**src/ffl_alloc_pkg.sv**
```systemverilog
// Shared types and codes for the FIFO free-list handle allocator.
// Holds request kinds, result status codes and the controller command bundle.
// Depends on nothing; every other file of the block imports it.
`default_nettype none

package ffl_alloc_pkg;

  localparam int unsigned KindW   = 2;
  localparam int unsigned StatusW = 2;
  localparam int unsigned HandleW = 6;

  localparam logic [KindW-1:0] KIND_ALLOC = 2'd0;
  localparam logic [KindW-1:0] KIND_TRY   = 2'd1;
  localparam logic [KindW-1:0] KIND_FREE  = 2'd2;

  localparam logic [StatusW-1:0] ST_OK        = 2'd0;
  localparam logic [StatusW-1:0] ST_NONE      = 2'd1;
  localparam logic [StatusW-1:0] ST_INVALID   = 2'd2;
  localparam logic [StatusW-1:0] ST_EXHAUSTED = 2'd3;

  typedef struct packed {
    logic capture;
    logic execute;
  } cmd_t;

endpackage

`default_nettype wire

```
**src/ffl_alloc_ctrl.sv**
```systemverilog
// Controller of the handle allocator: a two-state one-hot machine.
// Issues capture and execute commands to the datapath and raises the result strobe.
// Depends on ffl_alloc_pkg.
`default_nettype none

module ffl_alloc_ctrl
  import ffl_alloc_pkg::*;
(
  input  wire  clk_i,
  input  wire  rst_ni,
  input  wire  start,
  output logic busy,
  output logic done_o,
  output cmd_t cmd_o
);

  typedef enum logic [1:0] {
    S_IDLE = 2'b01,
    S_EXEC = 2'b10
  } state_e;

  state_e state_d, state_q;
  logic   done_d, done_q;

  always_comb begin
    state_d       = state_q;
    cmd_o.capture = 1'b0;
    cmd_o.execute = 1'b0;
    unique case (state_q)
      S_IDLE: begin
        if (start) begin
          cmd_o.capture = 1'b1;
          state_d       = S_EXEC;
        end
      end
      S_EXEC: begin
        cmd_o.execute = 1'b1;
        state_d       = S_IDLE;
      end
      default: state_d = S_IDLE;
    endcase
  end

  assign done_d = cmd_o.execute;

  always_ff @(posedge clk_i or negedge rst_ni) begin
    if (!rst_ni) begin
      state_q <= S_IDLE;
      done_q  <= 1'b0;
    end else begin
      state_q <= state_d;
      done_q  <= done_d;
    end
  end

  assign busy   = (state_q == S_EXEC);
  assign done_o = done_q;

endmodule

`default_nettype wire

```
**src/ffl_alloc_dp.sv**
```systemverilog
// Datapath of the handle allocator: free queue memory, in-use bit memory,
// queue pointers, mint counter and result registers. Depends on ffl_alloc_pkg.
`default_nettype none

module ffl_alloc_dp
  import ffl_alloc_pkg::*;
#(
  parameter int unsigned POOL_SIZE = 64
) (
  input  wire                clk_i,
  input  wire                rst_ni,
  input  cmd_t               cmd_i,
  input  wire  [KindW-1:0]   kind_i,
  input  wire  [HandleW-1:0] handle_in_i,
  output logic [HandleW-1:0] handle_out_o,
  output logic [StatusW-1:0] status_o
);

  localparam int unsigned IdxW = $clog2(POOL_SIZE);
  localparam int unsigned CntW = IdxW + 1;
  localparam int unsigned ExtW = IdxW + HandleW;
  localparam logic [IdxW-1:0] LastIdx = IdxW'(POOL_SIZE - 1);
  localparam logic [ExtW-1:0] PoolExt = ExtW'(POOL_SIZE);
  localparam logic [CntW-1:0] PoolCnt = CntW'(POOL_SIZE);

  logic [IdxW-1:0] fq_mem [POOL_SIZE];
  logic            iu_mem [POOL_SIZE];

  logic [KindW-1:0]   kind_q;
  logic [HandleW-1:0] hin_q;
  logic [IdxW-1:0]    fq_rd_q;
  logic               iu_rd_q;
  logic [HandleW-1:0] hout_d, hout_q;
  logic [StatusW-1:0] status_d, status_q;

  logic [IdxW-1:0] head_d, head_q, tail_d, tail_q;
  logic [CntW-1:0] count_d, count_q, minted_d, minted_q;

  logic [ExtW-1:0] hin_in_ext, hin_ext, minted_ext, grant_ext;
  logic [IdxW-1:0] hin_in_idx, hin_idx, grant_h, iu_wa;
  logic            is_alloc, is_try, is_free, have_freed, can_mint;
  logic            pop, mint, push, iu_we, iu_wd;

  assign hin_in_ext = {{IdxW{1'b0}}, handle_in_i};
  assign hin_in_idx = hin_in_ext[IdxW-1:0];
  assign hin_ext    = {{IdxW{1'b0}}, hin_q};
  assign hin_idx    = hin_ext[IdxW-1:0];
  assign minted_ext = {{(HandleW-1){1'b0}}, minted_q};

  assign is_alloc   = (kind_q == KIND_ALLOC);
  assign is_try     = (kind_q == KIND_TRY);
  assign is_free    = (kind_q == KIND_FREE);
  assign have_freed = (count_q != '0);
  assign can_mint   = (minted_q < PoolCnt);

  // A handle at or above the mint count has never been handed out, so its
  // in-use bit counts as clear whatever the memory holds.
  assign pop  = (is_alloc || is_try) && have_freed;
  assign mint = is_alloc && !have_freed && can_mint;
  assign push = is_free && (hin_ext < PoolExt) && iu_rd_q && (hin_ext < minted_ext)
                && (count_q < PoolCnt);

  assign grant_h   = pop ? fq_rd_q : minted_q[IdxW-1:0];
  assign grant_ext = {{HandleW{1'b0}}, grant_h};

  always_comb begin
    hout_d = '0;
    if (pop || mint) begin
      hout_d = grant_ext[HandleW-1:0];
    end
    if (pop || mint || push) begin
      status_d = ST_OK;
    end else if (is_try) begin
      status_d = ST_NONE;
    end else if (is_alloc) begin
      status_d = ST_EXHAUSTED;
    end else begin
      status_d = ST_INVALID;
    end
  end

  always_comb begin
    iu_we = cmd_i.execute && (pop || mint || push);
    iu_wa = (pop || mint) ? grant_h : hin_idx;
    iu_wd = pop || mint;
  end

  always_comb begin
    head_d   = head_q;
    tail_d   = tail_q;
    count_d  = count_q;
    minted_d = minted_q;
    if (cmd_i.execute) begin
      if (pop) begin
        head_d  = (head_q == LastIdx) ? '0 : head_q + 1'b1;
        count_d = count_q - 1'b1;
      end
      if (push) begin
        tail_d  = (tail_q == LastIdx) ? '0 : tail_q + 1'b1;
        count_d = count_q + 1'b1;
      end
      if (mint) begin
        minted_d = minted_q + 1'b1;
      end
    end
  end

  always_ff @(posedge clk_i or negedge rst_ni) begin
    if (!rst_ni) begin
      head_q   <= '0;
      tail_q   <= '0;
      count_q  <= '0;
      minted_q <= '0;
    end else begin
      head_q   <= head_d;
      tail_q   <= tail_d;
      count_q  <= count_d;
      minted_q <= minted_d;
    end
  end

  always_ff @(posedge clk_i) begin
    if (cmd_i.capture) begin
      kind_q  <= kind_i;
      hin_q   <= handle_in_i;
      fq_rd_q <= fq_mem[head_q];
      iu_rd_q <= iu_mem[hin_in_idx];
    end
    if (cmd_i.execute && push) begin
      fq_mem[tail_q] <= hin_idx;
    end
    if (iu_we) begin
      iu_mem[iu_wa] <= iu_wd;
    end
    if (cmd_i.execute) begin
      hout_q   <= hout_d;
      status_q <= status_d;
    end
  end

  assign handle_out_o = hout_q;
  assign status_o     = status_q;

endmodule

`default_nettype wire

```
**src/fifo_free_list_handle_allocator.sv**
```systemverilog
// Top level of the FIFO free-list handle allocator.
// Joins ffl_alloc_ctrl and ffl_alloc_dp; depends on ffl_alloc_pkg.
//
//   Channel   Handshake            Payload
//   request   start, busy          kind_i, handle_in_i
//   result    done_o (strobe)      handle_out_o, status_o
//
// A request is taken when start is high and busy is low. The free-queue and
// in-use memories are read into registers at that edge; the following cycle
// decides and updates state, and the result strobe comes in the cycle after
// that. No new request is taken while busy is high, during that decision.
// No clearing pass after reset: in-use bits at or above the mint count read as clear.
// The receiver cannot stall; each result beat is shown for one cycle only.
`default_nettype none

module fifo_free_list_handle_allocator
  import ffl_alloc_pkg::*;
#(
  parameter int unsigned POOL_SIZE = 64
) (
  input  wire                clk_i,
  input  wire                rst_ni,
  input  wire                start,
  output logic               busy,
  input  wire  [KindW-1:0]   kind_i,
  input  wire  [HandleW-1:0] handle_in_i,
  output logic               done_o,
  output logic [HandleW-1:0] handle_out_o,
  output logic [StatusW-1:0] status_o
);

  cmd_t cmd;

  ffl_alloc_ctrl u_ctrl (
    .clk_i  (clk_i),
    .rst_ni (rst_ni),
    .start  (start),
    .busy   (busy),
    .done_o (done_o),
    .cmd_o  (cmd)
  );

  ffl_alloc_dp #(
    .POOL_SIZE(POOL_SIZE)
  ) u_dp (
    .clk_i        (clk_i),
    .rst_ni       (rst_ni),
    .cmd_i        (cmd),
    .kind_i       (kind_i),
    .handle_in_i  (handle_in_i),
    .handle_out_o (handle_out_o),
    .status_o     (status_o)
  );

  a_accept_then_exec: assert property (@(posedge clk_i) disable iff (!rst_ni)
    (start && !busy) |=> (busy && cmd.execute))
    else $error("accepted request did not enter execution");

  a_exec_then_done: assert property (@(posedge clk_i) disable iff (!rst_ni)
    busy |=> (done_o && !busy))
    else $error("execution did not end in one result strobe");

  a_done_needs_exec: assert property (@(posedge clk_i) disable iff (!rst_ni)
    done_o |-> $past(cmd.execute))
    else $error("result strobe without a preceding execution");

  a_no_grant_handle_zero: assert property (@(posedge clk_i) disable iff (!rst_ni)
    (done_o && (status_o != ST_OK)) |-> (handle_out_o == '0))
    else $error("failed request returned a non-zero handle");

endmodule

`default_nettype wire
```
**config.mk**
```make
export PLATFORM = sky130hd
export DESIGN_NAME = fifo_free_list_handle_allocator
export DESIGN_NICKNAME = d
export VERILOG_FILES = /design/src/ffl_alloc_pkg.sv /design/src/ffl_alloc_ctrl.sv /design/src/ffl_alloc_dp.sv /design/src/fifo_free_list_handle_allocator.sv
export SDC_FILE = /design/constraint.sdc
export NUM_CORES = 1
export LEC_CHECK = 0
export BUFFER_PORTS_ARGS = -buffer_cell sky130_fd_sc_hd__buf_2
export CAP_MARGIN = 20
export CORE_ASPECT_RATIO = 1.75
export CORE_MARGIN = 2
export CORE_UTILIZATION = 40
export CTS_CLUSTER_SIZE = 20
export DETAILED_ROUTE_END_ITERATION = 16
export MAX_ROUTING_LAYER = met4
export SYNTH_ARGS = -nofsm -noshare
export SYNTH_HDL_FRONTEND = slang
export SYNTH_HIERARCHICAL = 1
export SYNTH_SLANG_ARGS = --single-unit
```
**constraint.sdc**
```tcl
create_clock -name clk_i -period 4.7 [get_ports clk_i]
set_clock_uncertainty 0.15 [all_clocks]
set_input_delay 0 -clock clk_i [delete_from_list [all_inputs] [get_ports clk_i]]
set_output_delay 0 -clock clk_i [all_outputs]
set_load 0.1 [all_outputs]
```
* Word-level counts from Yosys, hierarchy flattened
Memories as Yosys holds them, arrays and structs flattened. A register that Yosys moved wholly into a read port is not among the register bits. Index checks and enable logic that the tools add are counted.
Word-level totals: RAM bits 448, memories kept 2, output and inout bits 10, bits of input ports 11, bits in registers 45, word-level logic and storage cells 67
Memory list:
- u_dp.fq_mem | words 64, bits a word 6, rd ports 1, clocked after Yosys merged registers in 1, wr ports 1, RTL line ffl_alloc_dp.sv:26 | logic [IdxW-1:0] fq_mem [POOL_SIZE];
- u_dp.iu_mem | words 64, bits a word 1, rd ports 1, clocked after Yosys merged registers in 1, wr ports 1, RTL line ffl_alloc_dp.sv:27 | logic iu_mem [POOL_SIZE];
Operators by class: eq/ne operators 7, mux-type cells 17, $lt $le $gt $ge 4, reduce and logical (&&, ||, !) cells 21, add/subtract/negate cells 5
Operators by type and width (count):
- $mux W6 | 4
- $add A7 B1 Y7 const B | 2
- $lt A7 B7 Y1 const B | 2
- $mux W7 | 2
- $add A6 B1 Y6 const B | 2
- $eq A6 B6 Y1 const B | 2
- $logic_and A1 B1 Y1 | 9
- $mux W1 | 9
- $reduce_and A2 Y1 | 4
- $lt A6 B7 Y1 | 1
- $lt A6 B7 Y1 const B | 1
- $reduce_bool A7 Y1 | 1
- $sub A7 B1 Y7 const B | 1
- $eq A2 B1 Y1 const B | 2
- $eq A2 B2 Y1 const B | 2
- $mux W2 | 2
- $logic_or A1 B1 Y1 | 3
- $logic_not A2 Y1 | 1
- $ne A2 B2 Y1 const B | 1
- $reduce_bool A2 Y1 | 1
- $reduce_or A2 Y1 | 1
- $logic_not A1 Y1 | 1

* Logic depth before layout (Yosys ltp)
depth after elaboration 9, gate-level depth with buffers 15, depth with buffers taken out 14

* Hierarchy
Netlist, hierarchy kept.
By module, submodules not included:
- ffl_alloc_dp | times used 1, seq. area each 14794.2 µm², area an instance 20558.5 µm², cells each 1174
- ffl_alloc_ctrl | times used 1, seq. area each 76.3 µm², area an instance 115.1 µm², cells each 8

* Worst setup path before layout
Ideal clock, no wire load.
kind register to register, from reg u_ctrl.state_q[1], to mem u_dp/fq_mem[25][0] (netlist bit), enable pin, period minus slack after synthesis 3.863 ns, path slack 0.837 ns, stages on the path, launching flop included 7, buffers on the path 1, library setup time 0.350 ns, required time 4.200 ns, arrival 3.363 ns, path through dfrtp_1 nor2b_1 buf_4 inv_1 nor3_1 nand4_1 nor2_1
RTL lines:
- from (decl) | RTL line ffl_alloc_ctrl.sv:22 | state_e state_d, state_q;
- from (signal assigned) | RTL line ffl_alloc_ctrl.sv:51 | state_q <= state_d;
- to (decl) | RTL line ffl_alloc_dp.sv:26

* Worst setup path in the final report
from reg u_dp.minted_q[4], to mem u_dp/fq_mem[29][1] (netlist bit), enable pin
On the way: cells in the longest elaborated chain, start to end 6
RTL lines:
- from (decl) | RTL line ffl_alloc_dp.sv:37 | logic [CntW-1:0] count_d, count_q, minted_d, minted_q;
- from (signal assigned) | RTL line ffl_alloc_dp.sv:118 | minted_q <= minted_d;
- $lt A6 B7 Y1 | RTL line ffl_alloc_dp.sv:60 | assign push = is_free && (hin_ext < PoolExt) && iu_rd_q && (hin_ext < minted_ext)
- $logic_and A1 B1 Y1 | RTL line ffl_alloc_dp.sv:60
- $logic_and A1 B1 Y1 | RTL line ffl_alloc_dp.sv:61 | && (count_q < PoolCnt);
- $logic_and A1 B1 Y1 | RTL line ffl_alloc_dp.sv:129 | if (cmd_i.execute && push) begin
- $mux W1 | RTL line ffl_alloc_dp.sv:129
- $mux W1 (implied by the code) | RTL line ffl_alloc_dp.sv:130 | fq_mem[tail_q] <= hin_idx;
No other way between the ends.

==> impl_metrics.py <==
metrics = {
    "outcome": {
        "status": "finished, final reports clean",
    },
    "layout": {
        "multi_input_area_um2": 5470,
        "regArea_um2": 14900,
        "num-fill-cells": 4450,
        "fin_cells": 1935,
        "final_layout_size_suffix_gt1_share_pct": 21.5,
        "insertedDiodeCount": 0,
        "areaGrowthSynthToFinish_pct": 11.8,
        "nNetsFinal": 1256,
    },
    "logic_synthesis": {
        "yosysMostFrequentCell": "edfxtp_1",
        "mappedNetlistNets": 1207,
        "seq_area_frac_synth_pct": 71.9,
        "synth_xor_area_share_pct": 0.593,
        "synth_compound_area_share_pct": 4.65,
        "synth_common_cells": "471 x edfxtp_1, 104 x mux4_2, 103 x nor2_1",
        "ys_seq_elements": 500,
        "synthArstFlopShare_pct": 5.80,
        "yosysUniqueCellTypes": 68,
        "syn_avg_cell_area_um2": 17.5,
        "syn_area_um2": 20700,
        "synth_top_family_by_area": "multiplexers",
        "synthMuxAreaShare_pct": 13.3,
        "synth_area_leader_cell": "edfxtp_1",
        "ys.flop_type": "edfxtp_1",
        "synth_warnings": 6,
        "netlist_instances": 1182,
        "synth-edff-count": 471,
        "ys_top_cells_by_area": "edfxtp_1 68%, mux4_2 11%, dfrtp_1 3.4%, nor2_1 1.9%, mux2_2 1.4%",
        "synth_adder_area_share_pct": 0.884,
        "synth-simple-area-share_pct": 7.00,
        "synth_top_area_share_pct": 68.4,
    },
    "timing": {
        "rsz0062_at_grt": "no",
        "fin_tns_setup_ns": 0,
        "relSlewSlack_pct": 25.8,
        "fin_crit_ns": 3.76,
        "max_freq_mhz": 266,
        "drv_slew": 0,
        "worst_slew_pin_slew_ns": 1.10,
        "setup_violations": 0,
        "report.final.hold_viol_count": 0,
        "min_period_over_period_pct": 80.0,
        "finalHoldWorstSlack_ns": 0.0537,
    },
    "routing": {
        "viasPerCell": 5.64,
        "drc": 0,
        "drt_iter0_drc": 931,
        "post_drt_wl_per_cell_um": 25.6,
        "routed_wl_um": 49500,
        "vias": 10900,
        "ant_nets": 0,
        "firstDrtPassIters": 6,
    },
    "worst_setup_path": {
        "path_cells": "inv_1 -> ha_1 -> a211oi_1 -> nor3_1 -> nand2b_1 -> nor3_1 -> nand4_1 -> buf_4 -> nor2_1",
        "cp.required_ns": 4.76,
        "slowest_stage": "nor3_1",
        "path_class": "reg2reg",
        "worstPathArrival_ns": 3.82,
        "cp_top_family": "simple AND/OR/NAND/NOR gates",
        "critPathMostFrequentCell": "nor3_1",
        "path_buf_inv": 2,
        "crit_fanout": 7,
        "critical_path.startpoint_type": "register",
        "slowest_delay_ns": 0.53,
        "worstSetupEndpointType": "register",
    },
    "pwr": {
        "pwr-share-comb_pct": 19.7,
        "p_clk_share_pct": 31.7,
        "power.density_nw_per_um2": 469,
        "p_switching_mw": 2.99,
        "seqPwrFrac_pct": 48.6,
        "p_total_mw": 10.8,
        "p_sw_share_pct": 27.6,
        "p_int_mw": 7.85,
        "p_leak_nw": 7.14,
        "ir_drop_v": 0.000254,
    },
    "clock_tree": {
        "cts_root_buffer": "clkbuf_16",
        "cts_max_level": 2,
        "worstSkewPairLatency_ns": 0.56,
        "clk_pin_slew_ns": 0.07,
        "tritoncts": "done",
        "clk_path_buf_depth": 3,
        "post_cts_buffers": 0,
        "cts_inserted_buffers": 42,
        "clock-sinks": 500,
    },
    "placed_design": {
        "io_buffer_count": 20,
        "gp_congestion": 0.917,
        "dp_hpwl_um": 32800,
        "dpl.cell_count": 1847,
    },
    "floorplan": {
        "io_pins": 21,
        "core_um2": 51200,
        "initial_core_util_pct": 40.4,
        "die_y_um": 305,
        "fp-row-count": 110,
        "die_area_um2": 53600,
        "die_w_um": 176,
    },
    "grt": {
        "overflow": 0,
        "grt_start_max_net_pins": 71,
        "grt_first_pass_wirelength_um": 73700,
        "antenna_found_initial": 0,
        "grt_pass1_vias": 11700,
        "grt_usage_pct": 19.3,
    },
    "hold_path": {
        "min_path_type": "in2reg",
    },
    "job": {
        "drv_cap": 0,
    },
}
[routing by layer]
layer  global-route usage, %  vias to the layer above  share of wire (%)
li1                        -                     4853                  -
met1                    19.1                     5658                 34
met2                    37.4                      292                 58
met3                    1.93                      109                3.4
met4                    8.51                        0                4.6
met5                       -                        -                  0
[cells by family after synthesis]
logic type,after synthesis
compound gates,135
mux,142
buf+inv,79
fa+ha+maj,14
xor+xnor,14
simple gates,298
flops,500
[what timing repair did]
item | in CTS | in global routing
endpoints found under the hold margin | 40 | 0
resized for setup | 0 | 0
hold buffers | 12 | 0
[power by group through the flow]
stage,logic (mW),registers (mW),clock network (mW)
final,2.13,5.27,3.44
after global routing,2.28,5.29,3.68
after CTS,2.16,5.27,3.52
after detailed placement,2.15,5.37,0
after global placement,2.14,5.36,0
after floorplan,1.68,5.19,0
[layout by cell type (no fill, tap or decap), types with 17 or more instances in the layout]
cell,Yosys,layout
a22oi_1,18,18
buf_2,17,20
buf_4,1,33
nor3_1,55,55
edfxtp_1,471,471
nor2_1,103,103
nand2_1,46,46
o21ai_0,28,28
mux4_2,104,104
nand4_1,17,17
dfrtp_1,28,25
clkbuf_16,0,44
mux2_2,25,25
[per-stage QoR]
step	area (µm²)	utilization, %	setup WS, ns
global route	23100	45.1	0.736
floorplan	20700	-	0.837
detailed placement	21600	42.2	0.985
global placement	21600	42.2	1.06
finish	23100	45.1	0.942
CTS	23100	45.1	0.978
[registers in the layout, indices dropped and copies added (netlist names), 6 cells and up]
register / cells
u_dp/handle_out_o: 6
u_dp/head_q: 6
u_dp/fq_mem: 384
u_dp/tail_q: 6
u_dp/iu_mem: 64
u_dp/fq_rd_q: 6
u_dp/hin_idx: 6
u_dp/count_q: 7
u_dp/minted_q: 7
[worst register-to-register path: stages, from the launching register on]
cell,delay [ns]
dfrtp_1,0.47
inv_1,0.07
ha_1,0.32
a211oi_1,0.27
nor3_1,0.16
nand2b_1,0.23
nor3_1,0.53
nand4_1,0.47
buf_4,0.33
nor2_1,0.42
[area by class of cell]
type / count / share of cell area [%]
Sequential cell: 500 / 64.4
Tap cell: 672 / 3.64
Inverter: 18 / 0.292
Timing Repair Buffer: 66 / 2.15
Clock buffer: 48 / 4.83
Multi-Input combinational cell: 603 / 23.7
Clock inverter: 28 / 1.06
[worst paths after layout]
kind                                                from                       endpoint  slack, ns  cells after the start
setup / recovery            u_dp/minted_q[4]$_DFFE_PN0P_   u_dp/fq_mem[29][1]$_DFFE_PP_       0.94                      9
hold / removal                                 kind_i[1]       u_dp/kind_q[1]$_DFFE_PP_       0.05                      2
setup reg to reg            u_dp/minted_q[4]$_DFFE_PN0P_   u_dp/fq_mem[29][1]$_DFFE_PP_       0.94                      9
hold reg to reg            u_ctrl/state_q[0]$_DFFE_PN1P_  u_ctrl/state_q[0]$_DFFE_PN1P_       0.34                      1
max in group asynchronous                         rst_ni     u_dp/head_q[1]$_DFFE_PN0P_       3.74                      4
min in group asynchronous                         rst_ni  u_ctrl/state_q[0]$_DFFE_PN1P_       0.44                      3
No activity file was read; power rests on OpenSTA's default activity.
